===== src/design/xor_zero_run_encoder_defines.svh =====
// assertion macros shared by the encoder modules
// they expect clk_i and rst_ni in the enclosing module
`ifndef XOR_ZERO_RUN_ENCODER_DEFINES_SVH
`define XOR_ZERO_RUN_ENCODER_DEFINES_SVH

// property must hold at every clock edge outside reset
`define XZRE_ASSERT(label, prop, msg) \
  label: assert property (@(posedge clk_i) disable iff (!rst_ni) prop) else $error(msg);

// condition must never be seen at a clock edge outside reset
`define XZRE_ASSERT_NEVER(label, cond, msg) \
  label: assert property (@(posedge clk_i) disable iff (!rst_ni) !(cond)) else $error(msg);

`endif


===== src/design/xzre_pkg.sv =====
package xzre_pkg;

  localparam int MEM_BYTES = 8192;
  localparam int RUN_CAP   = (MEM_BYTES < 8192) ? MEM_BYTES : 8192;

  localparam int BYTE_W = 8;
  localparam int RUN_W  = 14;
  localparam int LEN_W  = 15;
  localparam int CNT_W  = 2;

  localparam logic [LEN_W-1:0]  LEN_MAX      = 15'h7fff;
  localparam logic [RUN_W-1:0]  RUN_CHUNK    = 14'h100;
  localparam logic [BYTE_W-1:0] RUN_PAIR_MAX = 8'hff;

  // valid byte counts of a result
  localparam logic [CNT_W-1:0] CNT_NONE = 2'd0;
  localparam logic [CNT_W-1:0] CNT_LIT  = 2'd1;
  localparam logic [CNT_W-1:0] CNT_PAIR = 2'd2;

  // queue between front and back, depth must be a power of two
  localparam int FIFO_DEPTH = 4;
  localparam int FIFO_AW    = $clog2(FIFO_DEPTH);

  // one queued job: pending run to flush, nonzero literal (0 if none), last flag
  typedef struct packed {
    logic [RUN_W-1:0]  run;
    logic [BYTE_W-1:0] lit;
    logic              last;
  } xzre_entry_t;

  typedef struct packed {
    logic        push;
    xzre_entry_t entry;
  } xzre_push_t;

  function automatic logic [LEN_W-1:0] xzre_sat_add(logic [LEN_W-1:0] len,
                                                     logic [CNT_W-1:0] n);
    logic [LEN_W:0] sum;
    sum = {1'b0, len} + {{(LEN_W+1-CNT_W){1'b0}}, n};
    return (sum > {1'b0, LEN_MAX}) ? LEN_MAX : sum[LEN_W-1:0];
  endfunction

endpackage


===== src/design/xzre_front.sv =====
module xzre_front import xzre_pkg::*; (
  input  logic              clk_i,
  input  logic              rst_ni,
  input  logic              in_valid_i,
  output logic              in_ready_o,
  input  logic [BYTE_W-1:0] original_byte_i,
  input  logic [BYTE_W-1:0] current_byte_i,
  input  logic              final_position_i,
  input  logic              fifo_full_i,
  output xzre_push_t        push_o
);

  logic [RUN_W-1:0]  zero_run_q, zero_run_d;
  logic [BYTE_W-1:0] diff;
  logic              accept;
  logic              is_zero;

  assign diff       = original_byte_i ^ current_byte_i;
  assign is_zero    = (diff == '0);
  assign in_ready_o = !fifo_full_i;
  assign accept     = in_valid_i && !fifo_full_i;

  // zero items only grow the run, unless they close the stream
  assign push_o.push        = accept && (!is_zero || final_position_i);
  assign push_o.entry.run   = is_zero ? '0 : zero_run_q;
  assign push_o.entry.lit   = diff;
  assign push_o.entry.last  = final_position_i;

  always_comb begin
    zero_run_d = zero_run_q;
    if (accept) begin
      if (final_position_i || !is_zero) begin
        zero_run_d = '0;
      end else if (zero_run_q < RUN_W'(RUN_CAP)) begin
        zero_run_d = zero_run_q + 1'b1;
      end
    end
  end

  always_ff @(posedge clk_i or negedge rst_ni) begin
    if (!rst_ni) begin
      zero_run_q <= '0;
    end else begin
      zero_run_q <= zero_run_d;
    end
  end

endmodule


===== src/design/xzre_fifo.sv =====
`include "xor_zero_run_encoder_defines.svh"

module xzre_fifo import xzre_pkg::*; (
  input  logic        clk_i,
  input  logic        rst_ni,
  input  xzre_push_t  push_i,
  input  logic        pop_i,
  output xzre_entry_t head_o,
  output logic        empty_o,
  output logic        full_o
);

  xzre_entry_t        mem_q [FIFO_DEPTH];
  logic [FIFO_AW-1:0] wr_ptr_q, rd_ptr_q;
  logic [FIFO_AW:0]   count_q;

  assign empty_o = (count_q == '0);
  assign full_o  = (count_q == (FIFO_AW+1)'(FIFO_DEPTH));
  assign head_o  = mem_q[rd_ptr_q];

  always_ff @(posedge clk_i or negedge rst_ni) begin
    if (!rst_ni) begin
      wr_ptr_q <= '0;
      rd_ptr_q <= '0;
      count_q  <= '0;
    end else begin
      if (push_i.push) begin
        wr_ptr_q <= wr_ptr_q + 1'b1;
      end
      if (pop_i) begin
        rd_ptr_q <= rd_ptr_q + 1'b1;
      end
      if (push_i.push && !pop_i) begin
        count_q <= count_q + 1'b1;
      end else if (!push_i.push && pop_i) begin
        count_q <= count_q - 1'b1;
      end
    end
  end

  always_ff @(posedge clk_i) begin
    if (push_i.push) begin
      mem_q[wr_ptr_q] <= push_i.entry;
    end
  end

  `XZRE_ASSERT_NEVER(a_fifo_no_overflow, push_i.push && full_o, "queue written while full")
  `XZRE_ASSERT_NEVER(a_fifo_no_underflow, pop_i && empty_o, "queue read while empty")
  `XZRE_ASSERT(a_fifo_count_bound, count_q <= (FIFO_AW+1)'(FIFO_DEPTH), "queue count too large")

endmodule


===== src/design/xzre_back.sv =====
`include "xor_zero_run_encoder_defines.svh"

module xzre_back import xzre_pkg::*; (
  input  logic              clk_i,
  input  logic              rst_ni,
  input  xzre_entry_t       head_i,
  input  logic              empty_i,
  output logic              pop_o,
  output logic              out_valid_o,
  input  logic              out_ready_i,
  output logic [BYTE_W-1:0] first_out_o,
  output logic [BYTE_W-1:0] second_out_o,
  output logic [CNT_W-1:0]  valid_count_o,
  output logic              end_marker_o,
  output logic [LEN_W-1:0]  chunk_length_o
);

  // job being expanded
  logic              wv_q;
  logic [RUN_W-1:0]  run_q, run_d;
  logic [BYTE_W-1:0] lit_q, lit_d;
  logic              last_q;
  logic [LEN_W-1:0]  len_q, len_d, len_lit;
  logic [RUN_W-1:0]  run_m1;

  // result register
  logic              ov_q;
  logic [BYTE_W-1:0] first_q, second_q;
  logic [CNT_W-1:0]  cnt_q;
  logic              end_q;
  logic [LEN_W-1:0]  chunk_q;

  logic              out_free, step, done, load;
  logic [BYTE_W-1:0] g_first, g_second;
  logic [CNT_W-1:0]  g_cnt;
  logic              g_end;
  logic [LEN_W-1:0]  g_chunk;

  assign out_free = !ov_q || out_ready_i;
  assign step     = wv_q && out_free;
  assign run_m1   = run_q - 1'b1;
  assign len_lit  = xzre_sat_add(len_q, CNT_LIT);

  // one result per step: full run pairs, last run pair, literal, then pad or empty close
  always_comb begin
    g_first  = '0;
    g_second = '0;
    g_cnt    = CNT_NONE;
    g_end    = 1'b0;
    g_chunk  = '0;
    run_d    = run_q;
    lit_d    = lit_q;
    len_d    = len_q;
    done     = 1'b0;
    if (run_q > RUN_CHUNK) begin
      g_second = RUN_PAIR_MAX;
      g_cnt    = CNT_PAIR;
      len_d    = xzre_sat_add(len_q, CNT_PAIR);
      run_d    = run_q - RUN_CHUNK;
    end else if (run_q != '0) begin
      g_second = run_m1[BYTE_W-1:0];
      g_cnt    = CNT_PAIR;
      len_d    = xzre_sat_add(len_q, CNT_PAIR);
      run_d    = '0;
    end else if (lit_q != '0) begin
      g_first = lit_q;
      g_cnt   = CNT_LIT;
      lit_d   = '0;
      len_d   = len_lit;
      if (!last_q) begin
        done = 1'b1;
      end else if (!len_lit[0]) begin
        done    = 1'b1;
        g_end   = 1'b1;
        g_chunk = len_lit;
        len_d   = '0;
      end
    end else begin
      done    = 1'b1;
      g_end   = 1'b1;
      g_chunk = len_q;
      g_cnt   = len_q[0] ? CNT_LIT : CNT_NONE;
      len_d   = '0;
    end
  end

  assign load  = !empty_i && (!wv_q || (step && done));
  assign pop_o = load;

  always_ff @(posedge clk_i or negedge rst_ni) begin
    if (!rst_ni) begin
      wv_q  <= 1'b0;
      len_q <= '0;
      ov_q  <= 1'b0;
    end else begin
      if (load) begin
        wv_q <= 1'b1;
      end else if (step && done) begin
        wv_q <= 1'b0;
      end
      if (step) begin
        len_q <= len_d;
        ov_q  <= 1'b1;
      end else if (out_ready_i) begin
        ov_q <= 1'b0;
      end
    end
  end

  always_ff @(posedge clk_i) begin
    if (load) begin
      run_q  <= head_i.run;
      lit_q  <= head_i.lit;
      last_q <= head_i.last;
    end else if (step) begin
      run_q <= run_d;
      lit_q <= lit_d;
    end
    if (step) begin
      first_q  <= g_first;
      second_q <= g_second;
      cnt_q    <= g_cnt;
      end_q    <= g_end;
      chunk_q  <= g_chunk;
    end
  end

  assign out_valid_o    = ov_q;
  assign first_out_o    = first_q;
  assign second_out_o   = second_q;
  assign valid_count_o  = cnt_q;
  assign end_marker_o   = end_q;
  assign chunk_length_o = chunk_q;

  `XZRE_ASSERT_NEVER(a_chunk_only_at_end, ov_q && !end_q && (chunk_q != '0), "length off end")
  `XZRE_ASSERT(a_len_cleared_at_end, (step && g_end) |=> (len_q == '0), "length kept after end")
  `XZRE_ASSERT(a_pair_lead_zero, (ov_q && (cnt_q == CNT_PAIR)) |-> (first_q == '0), "bad run pair")

endmodule


===== src/design/xor_zero_run_encoder.sv =====
// xor_zero_run_encoder: xor run-length compressor for a memory image
//
// input channel (in_valid_i / in_ready_o): one item per memory position, the
// pristine byte, the current byte and final_position_i on the last position
// output channel (out_valid_o / out_ready_i): one item per emitted result,
// a run pair (0, run-1), a literal, a pad zero, or an empty closing item;
// end_marker_o and chunk_length_o are set on the last item of a stream
//
// throughput: one input item per cycle while the queue has room; the back
// end expands one result per cycle while the receiver takes results, so an
// item whose run is flushed as n pairs gives n+1 results, one more for a pad
// (up to 34 in all); path: an accepted item passes the queue, the job
// register and then the result register on its way to the outputs, and a
// busy back end or a stalled receiver can hold it in between
//
// reset clears the pending run, the length count, the queue and all valids
// when the receiver stalls the result register holds, the back end stops,
// the 4-entry queue fills and then in_ready_o drops
module xor_zero_run_encoder import xzre_pkg::*; (
  input  logic              clk_i,
  input  logic              rst_ni,
  input  logic              in_valid_i,
  output logic              in_ready_o,
  input  logic [BYTE_W-1:0] original_byte_i,
  input  logic [BYTE_W-1:0] current_byte_i,
  input  logic              final_position_i,
  output logic              out_valid_o,
  input  logic              out_ready_i,
  output logic [BYTE_W-1:0] first_out_o,
  output logic [BYTE_W-1:0] second_out_o,
  output logic [CNT_W-1:0]  valid_count_o,
  output logic              end_marker_o,
  output logic [LEN_W-1:0]  chunk_length_o
);

  xzre_push_t  push;
  xzre_entry_t head;
  logic        fifo_empty, fifo_full, pop;

  // front: xor, count zero runs, queue a job on each nonzero or final item
  xzre_front u_front (
    .clk_i            (clk_i),
    .rst_ni           (rst_ni),
    .in_valid_i       (in_valid_i),
    .in_ready_o       (in_ready_o),
    .original_byte_i  (original_byte_i),
    .current_byte_i   (current_byte_i),
    .final_position_i (final_position_i),
    .fifo_full_i      (fifo_full),
    .push_o           (push)
  );

  // short queue decoupling the two sides
  xzre_fifo u_fifo (
    .clk_i   (clk_i),
    .rst_ni  (rst_ni),
    .push_i  (push),
    .pop_i   (pop),
    .head_o  (head),
    .empty_o (fifo_empty),
    .full_o  (fifo_full)
  );

  // back: expand each job into result items, track length and padding
  xzre_back u_back (
    .clk_i          (clk_i),
    .rst_ni         (rst_ni),
    .head_i         (head),
    .empty_i        (fifo_empty),
    .pop_o          (pop),
    .out_valid_o    (out_valid_o),
    .out_ready_i    (out_ready_i),
    .first_out_o    (first_out_o),
    .second_out_o   (second_out_o),
    .valid_count_o  (valid_count_o),
    .end_marker_o   (end_marker_o),
    .chunk_length_o (chunk_length_o)
  );

endmodule


===== config.mk =====
export PLATFORM = sky130hd
export DESIGN_NAME = xor_zero_run_encoder
export DESIGN_NICKNAME = d
export VERILOG_FILES = /design/src/design/xzre_pkg.sv /design/src/design/xzre_front.sv /design/src/design/xzre_fifo.sv /design/src/design/xzre_back.sv /design/src/design/xor_zero_run_encoder.sv
export VERILOG_INCLUDE_DIRS = /design/src /design/src/design
export SDC_FILE = /design/constraint.sdc
export NUM_CORES = 1
export LEC_CHECK = 0
export BUFFER_PORTS_ARGS = -buffer_cell sky130_fd_sc_hd__buf_4
export CAP_MARGIN = 10
export CORE_ASPECT_RATIO = 1.25
export CORE_MARGIN = 1
export CORE_UTILIZATION = 48
export DETAILED_ROUTE_END_ITERATION = 10
export PLACE_DENSITY = 0.66
export SETUP_SLACK_MARGIN = 0.5
export SLEW_MARGIN = 20
export SYNTH_ARGS = -nofsm -noshare
export SYNTH_HDL_FRONTEND = slang
export SYNTH_SLANG_ARGS = --single-unit

===== constraint.sdc =====
create_clock -name clk_i -period 10.45 [get_ports clk_i]
set_clock_uncertainty 0.15 [all_clocks]
set_input_delay 2.09 -clock clk_i [delete_from_list [all_inputs] [get_ports clk_i]]
set_output_delay 2.09 -clock clk_i [all_outputs]
set_load 0.01 [all_outputs]

# == Word level (Yosys, flattened, before mapping) ==
# Memory sizes are Yosys's and may differ from the RTL's.
# Index checks and enable logic that the tools add are counted.
# op_classes
n_bitwise,2
eq_ne,3
n_reduce_logical,33
addsub,9
n_lt_le_gt_ge,4
mux,40
# ops
op,n
$mux W15,10
$mux W14,7
$mux W8,6
$gt A16 B15 Y1 const B,2
$add A15 B1 Y16 const B,1
$add A15 B2 Y16 const B,1
$add A14 B1 Y14 const B,1
$gt A14 B9 Y1 const B,1
$lt A14 B14 Y1 const B,1
$mux W1,14
$reduce_bool A14 Y1,1
$sub A14 B9 Y14 const B,1
$reduce_bool A2 Y1,6
$logic_not A8 Y1,1
$reduce_bool A8 Y1,1
$sub A8 B1 Y8 const B,1
$xor A8 B8 Y8,1
$logic_and A1 B1 Y1,7
$logic_not A1 Y1,7
$mux W3,2
$add A2 B1 Y2 const B,2
$ne A2 B2 Y1 const B,2
$reduce_and A2 Y1,2
$reduce_and A4 Y1,1
other kinds (10),12
# totals
ram_bits,92
mem_count,1
register_bits,95
output_inout_bits,36
# mem_list
name,words,word_bits,rd,rd_clocked_by_memory_dff,wr,line,rtl
u_fifo.mem_q,4,23,1,0,1,xzre_fifo.sv:13,xzre_entry_t mem_q [FIFO_DEPTH];

# == Depth between registers and ports, before layout ==
# Gate-level depths: netlist (run 1).
# logic_depth
ltp_word,14
depth_mapped,13

# == Hierarchy ==
# A second synthesis (run 1) with hierarchy kept.
# unflattened
cells_unflattened,701
area_unflattened_um2,8983.6
# modules_own_cells
mod,area_each_um2,seq_area_each_um2,n_inst,cells_per_inst
xzre_back,4113.9,2137.0,1,416
xzre_fifo,3756.1,2937.8,1,155
xzre_front,1113.6,350.3,1,130

# == Worst setup path before layout (run 1) ==
# OpenSTA, ideal clock, no wires.
# synth_path
kind,input port to flip-flop
start,input port current_byte_i[6]
end,register u_fifo.count_q[2]
setup_ns,0.079
path_slack_ns,5.828
t_required_ns,10.221
arrival_time_ns,4.392
stages,12
cell_sequence,xor2_1 -> nor4_1 -> nand2_1 -> o21a_1 -> clkbuf_1 -> buf_1 -> ha_1 -> inv_1 -> fa_1 -> xor2_1 -> nor2_1 -> xor2_1
# synth_rtl
element,line,rtl
"start, declared",xor_zero_run_encoder.sv:25,"input logic [BYTE_W-1:0] current_byte_i,"
"end signal, assigned",xzre_fifo.sv:34,count_q <= count_q + 1'b1;
"end signal, assigned",xzre_fifo.sv:36,count_q <= count_q - 1'b1;
"end, declared",xzre_fifo.sv:15,logic [FIFO_AW:0] count_q;

==> metrics, run 1 <==
leading cell type in the layout, fill and taps excluded sky130_fd_sc_hd__edfxtp_1; htree depth 4; worst-path fanout max 19; Non-Filler Instances 937; average wire per standard cell a little under 20 um; Sw Ratio 0.2739; worst hold-check path type flip-flop to flip-flop; total non-filler cell area in the finished layout around 10000 um2; Reg2Reg Depth 11; data arrival time of the worst path ~5.0 ns; number of buffers inserted during clock tree synthesis 17; Skew-Pair Late Insertion Delay between 0.4 and 0.5 ns; worst reg2reg setup slack approximately 6.4 ns; post-synthesis sequential element count ~190; Internal Dissipation roughly 1.4 mW; synthesized area per cell between 10 and 15 um2; vertical die dimension about 150 um; first-pass GRT wire length 29.46 mm; number of placed instances with taps included 907; initial standard-cell utilization of the core 0.4961; Post-CTS Hold Buffers 0; max-cap violations 0; Critical Path Source Type input pin; hold slack final roughly 0.35 ns; post-CTS clock slew at the launch and capture registers of the worst setup and hold paths around 0.060 ns; area growth from synthesis to layout 13.31%; die outline area about 19,000 um2; post-synthesis net count 700; initial detailed-routing violation count between 400 and 500; final number of max-transition violations 0; worst hold path depth 1; Critical path origin current_byte_i[2]; count of unique library cells instantiated by Yosys 64; worst IR drop on VDD ~0.00013 V; number of setup violations in the final report 0; fraction of met1 tracks used by global routing 0.2429; hpwl dp 12.14 mm; Hold Vio Cnt, Final 0; maximum number of pins on one net before global-route repair 56; post-CTS repair timing setup buffer count 0; final WL ~18 mm; share of total power in combinational logic 0.154; end of the worst register-to-register path u_fifo.count_q[2]; highest achievable clock rate roughly 0.21 GHz; RSZ-0062 raised after global routing no; floorplan core area roughly 18,000 um2; count of flip-flops with a built-in enable after synthesis 149; R2R Path Start u_back.len_q[2]; DR pass1 iterations 5; run status complete, no violations; normalized max-slew margin 0.2656; final total negative setup slack 0 ns; data required time at the worst endpoint ~11 ns; remaining global-route overflow 0; Seq pwr share 0.511; count of antenna-violating nets left after detailed routing 0; slew at the pin closest to its max-slew limit around 1.1 ns; Psw 0.5338 mW; sequential fraction of the synthesis area 0.6178; Leak about 3.6 nW; Remaining DRCs 0; met2 GRT Util 0.3596; met3 Track Usage GR 0.04552; CTS root buf sky130_fd_sc_hd__clkbuf_16; DIE WIDTH ~120 um; Avg Vias per Cell about 6; Setup CP Type input pin to flip-flop; DP Area a little over 9000 um2; Total GRT Usage 0.2053; crit share post-route 0.4565; top library cells by usage in the layout, fill and taps aside sky130_fd_sc_hd__edfxtp_1, sky130_fd_sc_hd__buf_4, sky130_fd_sc_hd__dfrtp_1; number of instances resized during post-cts repair 0; GR peak layer met2; Layout Nets roughly 740; Post-Synthesis Cell Area between 8000 and 9000 um2; most frequently used flop master after synthesis sky130_fd_sc_hd__edfxtp_1; Tot Pwr between 1.5 and 2 mW; element type at the critical path end flip-flop; number of antenna violations at the first check in global routing 0; fraction of layout instances using a drive strength above 1 0.1823; count of antenna diodes in the layout 0; FFs w/ async S/R, synth 0.2032; standard-cell row count 54; number of global-route vias before repair 5,749; number of I/O pins 57; via count 5,631; crit path capture u_fifo.count_q[2]; total of buffers placed on input and output ports 56; Yosys warning count 0; clock network power share 0.335; power density over the cells roughly 200 nW/um2; deepest clock path buffer count 2; number of instances in the synthesized netlist about 670; gp weighted congestion a little under 0.9; CTS tree done; post-route minimum period 4.770 ns; number of clock sinks approximately 190
[kinds of logic (layout without fill, tap and decap cells)]
family | Yosys count | in the layout | synth area share
fa+ha+maj | 14 | 14 | 0.02080
xor+xnor | 36 | 36 | 0.03590
compound gates | 128 | 128 | 0.09831
simple gates | 206 | 206 | 0.1284
mux | 31 | 31 | 0.06924
buf+inv | 63 | 111 | 0.02963
flops | 187 | 187 | 0.6178
[sequential cells by signal, indices dropped and copies added, names as in the netlist, 3 cells and up]
name                   count
u_back.chunk_length_o     15
u_back.first_out_o         8
u_back.len_q              15
u_back.lit_q               8
u_back.run_q              14
u_back.second_out_o        8
u_fifo.count_q             3
u_fifo.mem_q              92
u_front.zero_run_q        14
[power groups by stage]
stage / clock, mW / sequential (mW) / combinational (mW)
after floorplan: 0 / 0.967 / 0.246
after global placement: 0 / 1.00 / 0.288
after detailed placement: 0 / 1.01 / 0.303
after CTS: 0.665 / 0.993 / 0.303
after global routing: 0.693 / 1.01 / 0.333
final: 0.653 / 0.996 / 0.300
[stage by stage]
stage	utilization	setup WS, ns
after global placement	0.5271	5.217
after global routing	0.5621	5.417
after CTS	0.5621	5.730
after detailed placement	0.5287	5.276
final	0.5621	5.680
after floorplan	-	5.828
[worst min-delay path by stage]
stage                                  from                end  slack, ns
final                     u_fifo.count_q[2]  u_fifo.count_q[2]       0.35
after global routing      u_fifo.count_q[2]  u_fifo.count_q[2]       0.38
after CTS                 u_fifo.count_q[2]  u_fifo.count_q[2]       0.35
after detailed placement  u_fifo.count_q[2]  u_fifo.count_q[2]       0.34
after global placement    u_fifo.count_q[2]  u_fifo.count_q[2]       0.32
after floorplan           u_fifo.count_q[2]  u_fifo.count_q[2]       0.30
[layer usage]
metal  share of wire  vias to the layer above
li1                -                     2602
met1            0.40                     2800
met2            0.54                      189
met3           0.046                       40
met4           0.020                        0
met5               0                        -
[cell type report]
type	instances	area, um2
Multi-Input combinational cell	415	3109
Clock inverter	13	166.4
Tap cell	224	280.3
Timing Repair Buffer	62	473.0
Fill cell	1451	7751
Clock buffer	17	425.4
Sequential cell	187	5425
Inverter	19	71.32
[synth_stat cells, drive strengths merged, types with 14 or more instances]
master / count / share of area
a21oi: 37 / 0.021
and2: 29 / 0.021
buf: 16 / 0.0095
clkbuf: 28 / 0.012
dfrtp: 38 / 0.11
edfxtp: 149 / 0.51
inv: 19 / 0.0081
mux4: 23 / 0.059
nand2: 34 / 0.015
nand3: 19 / 0.011
nand4: 16 / 0.011
nor2: 37 / 0.016
nor2b: 17 / 0.012
nor3: 14 / 0.0091
o21ai: 30 / 0.018
xnor2: 16 / 0.016
xor2: 20 / 0.020
[worst max-delay path, cell delays in order]
cell	delay, ns
sky130_fd_sc_hd__buf_4	0.11
sky130_fd_sc_hd__xor2_1	0.34
sky130_fd_sc_hd__nor4_1	0.16
sky130_fd_sc_hd__nand2_1	0.42
sky130_fd_sc_hd__o21a_1	0.60
sky130_fd_sc_hd__ha_1	0.29
sky130_fd_sc_hd__inv_1	0.07
sky130_fd_sc_hd__fa_1	0.43
sky130_fd_sc_hd__xor2_1	0.17
sky130_fd_sc_hd__nor2_1	0.11
sky130_fd_sc_hd__xor2_1	0.16
Power figures use the tool's default switching activity.
==> inputs of run 2 (changes only) <==
PLACE_DENSITY = 0.68   (was 0.66)
clock period = 4 ns   (was 10.45 ns; I/O delays follow)
==> metrics, run 2 (synthesis gave the netlist of run 1 again) <==
final total negative setup slack 0 ns (unchanged); gp weighted congestion 0.9049 (+4.3%); number of global-route vias before repair 5,707 (-0.73%); remaining global-route overflow 0 (unchanged); deepest clock path buffer count 2 (unchanged); DIE WIDTH 123.0 um (unchanged); slew at the pin closest to its max-slew limit 1.069 ns (-0.03222 ns); top library cells by usage in the layout, fill and taps aside sky130_fd_sc_hd__edfxtp_1, sky130_fd_sc_hd__buf_4, sky130_fd_sc_hd__dfrtp_1; data arrival time of the worst path 3.45 ns (-1.51 ns); highest achievable clock rate 0.3074 GHz; total of buffers placed on input and output ports 56 (unchanged); crit share post-route 0.8133; power density over the cells 511.5 nW/um2 (+160%); number of I/O pins 57 (unchanged); post-CTS clock slew at the launch and capture registers of the worst setup and hold paths 0.07 ns (about the same); number of antenna violations at the first check in global routing 0 (unchanged); number of setup violations in the final report 0 (unchanged); number of placed instances with taps included 914 (+0.77%); initial detailed-routing violation count 453 (+1.3%); area growth from synthesis to layout 13.98%; leading cell type in the layout, fill and taps excluded sky130_fd_sc_hd__edfxtp_1; Critical Path Source Type flip-flop; worst reg2reg setup slack 0.75 ns (-5.61 ns); post-route minimum period around 3.3 ns; number of clock sinks 187 (unchanged); worst-path fanout max 9 (-10); standard-cell row count 54 (unchanged); normalized max-slew margin 0.2871 (+0.02148); floorplan core area 17,700 um2 (unchanged); CTS root buf sky130_fd_sc_hd__clkbuf_16; fraction of layout instances using a drive strength above 1 0.1981 (+0.01573); element type at the critical path end flip-flop; CTS tree done; run status complete, no violations; Remaining DRCs 0 (unchanged); hpwl dp 11.91 mm (-1.9%); max-cap violations 0 (unchanged); final number of max-transition violations 0 (unchanged); number of buffers inserted during clock tree synthesis 17 (unchanged); worst IR drop on VDD 0.0003604 V (+180%); DR pass1 iterations 7 (+2); via count 5,647 (+0.28%); Layout Nets 744 (+0.95%); data required time at the worst endpoint 4.20 ns (-6.44 ns); Total GRT Usage 0.1995 (-0.005810); Setup CP Type flip-flop to flip-flop; Leak 3.654 nW (+0.81%); Reg2Reg Depth 11 (unchanged); Non-Filler Instances 946 (+0.96%); average wire per standard cell 18.73 um (-2.8%); hold slack final 0.2073 ns (-0.1477 ns); Avg Vias per Cell 5.969 (-0.67%); count of antenna diodes in the layout 0 (unchanged); Skew-Pair Late Insertion Delay 0.43 ns (about the same); htree depth 4 (unchanged); Hold Vio Cnt, Final 0 (unchanged); RSZ-0062 raised after global routing no; vertical die dimension 153.2 um (unchanged); final WL 17.72 mm (-1.8%); count of antenna-violating nets left after detailed routing 0 (unchanged); flip-flop count of the largest register after layout 92 (unchanged); worst hold-check path type input pin to async pin; Post-CTS Hold Buffers 0 (unchanged); initial standard-cell utilization of the core 0.4961 (unchanged); first-pass GRT wire length 28.61 mm (-2.9%); most flop-heavy register u_fifo.mem_q; maximum number of pins on one net before global-route repair 39 (-30%); die outline area 18,850 um2 (unchanged)
run 2: changes by cell type in the layout (fill, tap and decap cells not counted), sizes merged:
cell and change:
clkinvlp +3, buf +7, clkinv -1, clkbuf +1
inv -1
run 2: cell type report:
cell class	count	area, um2
Timing Repair Buffer	69	518.0
Tap cell	224	280.3
Inverter	19	71.32
Multi-Input combinational cell	415	3103
Fill cell	1453	7692
Clock inverter	14	182.7
Clock buffer	18	429.2
Sequential cell	187	5425
run 2: what timing repair did:
item,CTS,global route
setup endpoints to repair,0,1
buffers inserted,0,0
gates resized for setup,0,1
run 2: worst max-delay path, cell delays in order (launching register included):
cell and delay, ns:
sky130_fd_sc_hd__dfrtp_1 0.48, sky130_fd_sc_hd__ha_1 0.33, sky130_fd_sc_hd__and2_2 0.29, sky130_fd_sc_hd__a41oi_4 0.19, sky130_fd_sc_hd__o311a_1 0.44, sky130_fd_sc_hd__o21ai_4 0.15
sky130_fd_sc_hd__ha_1 0.19, sky130_fd_sc_hd__inv_1 0.07, sky130_fd_sc_hd__fa_1 0.43, sky130_fd_sc_hd__xor2_1 0.17, sky130_fd_sc_hd__nor2_1 0.11, sky130_fd_sc_hd__xor2_1 0.16
run 2: power breakdown:
group          internal [mW]  total, mW  leakage (nW)  switching (mW)
clock                  0.998       1.74         0.293           0.746
sequential              2.40       2.59          1.89           0.194
combinational          0.311      0.783          1.47           0.472
total                   3.71       5.12          3.65            1.41
run 2: layer usage:
| metal | global-route usage | wire, um |
|---|---|---|
| met5 | 0 | 0 |
| met3 | 0.04104 | 862 |
| met2 | 0.3502 | 9414 |
| met1 | 0.2303 | 6934 |
| met4 | 0.09237 | 511 |
run 2: worst paths after layout:
check                             startpoint                     to
setup / recovery             u_back.len_q[2]      u_fifo.count_q[2]
hold / removal                        rst_ni       u_back.len_q[12]
setup reg to reg             u_back.len_q[2]      u_fifo.count_q[2]
hold reg to reg            u_fifo.count_q[2]      u_fifo.count_q[2]
max in group asynchronous             rst_ni  u_front.zero_run_q[3]
min in group clk_i         u_fifo.count_q[2]      u_fifo.count_q[2]
run 2: through the flow:
stage               worst slack (ns)  instance area (um2)  total power, mW    util
floorplan                     0.6584                 8782            3.169       -
global placement              0.7746                 9392            3.380  0.5305
detailed placement            0.6401                 9397            3.419  0.5308
CTS                           0.6716                10010            5.146  0.5654
global route                  0.5538                10010            5.338  0.5655
finish                        0.7468                10010            5.120  0.5655
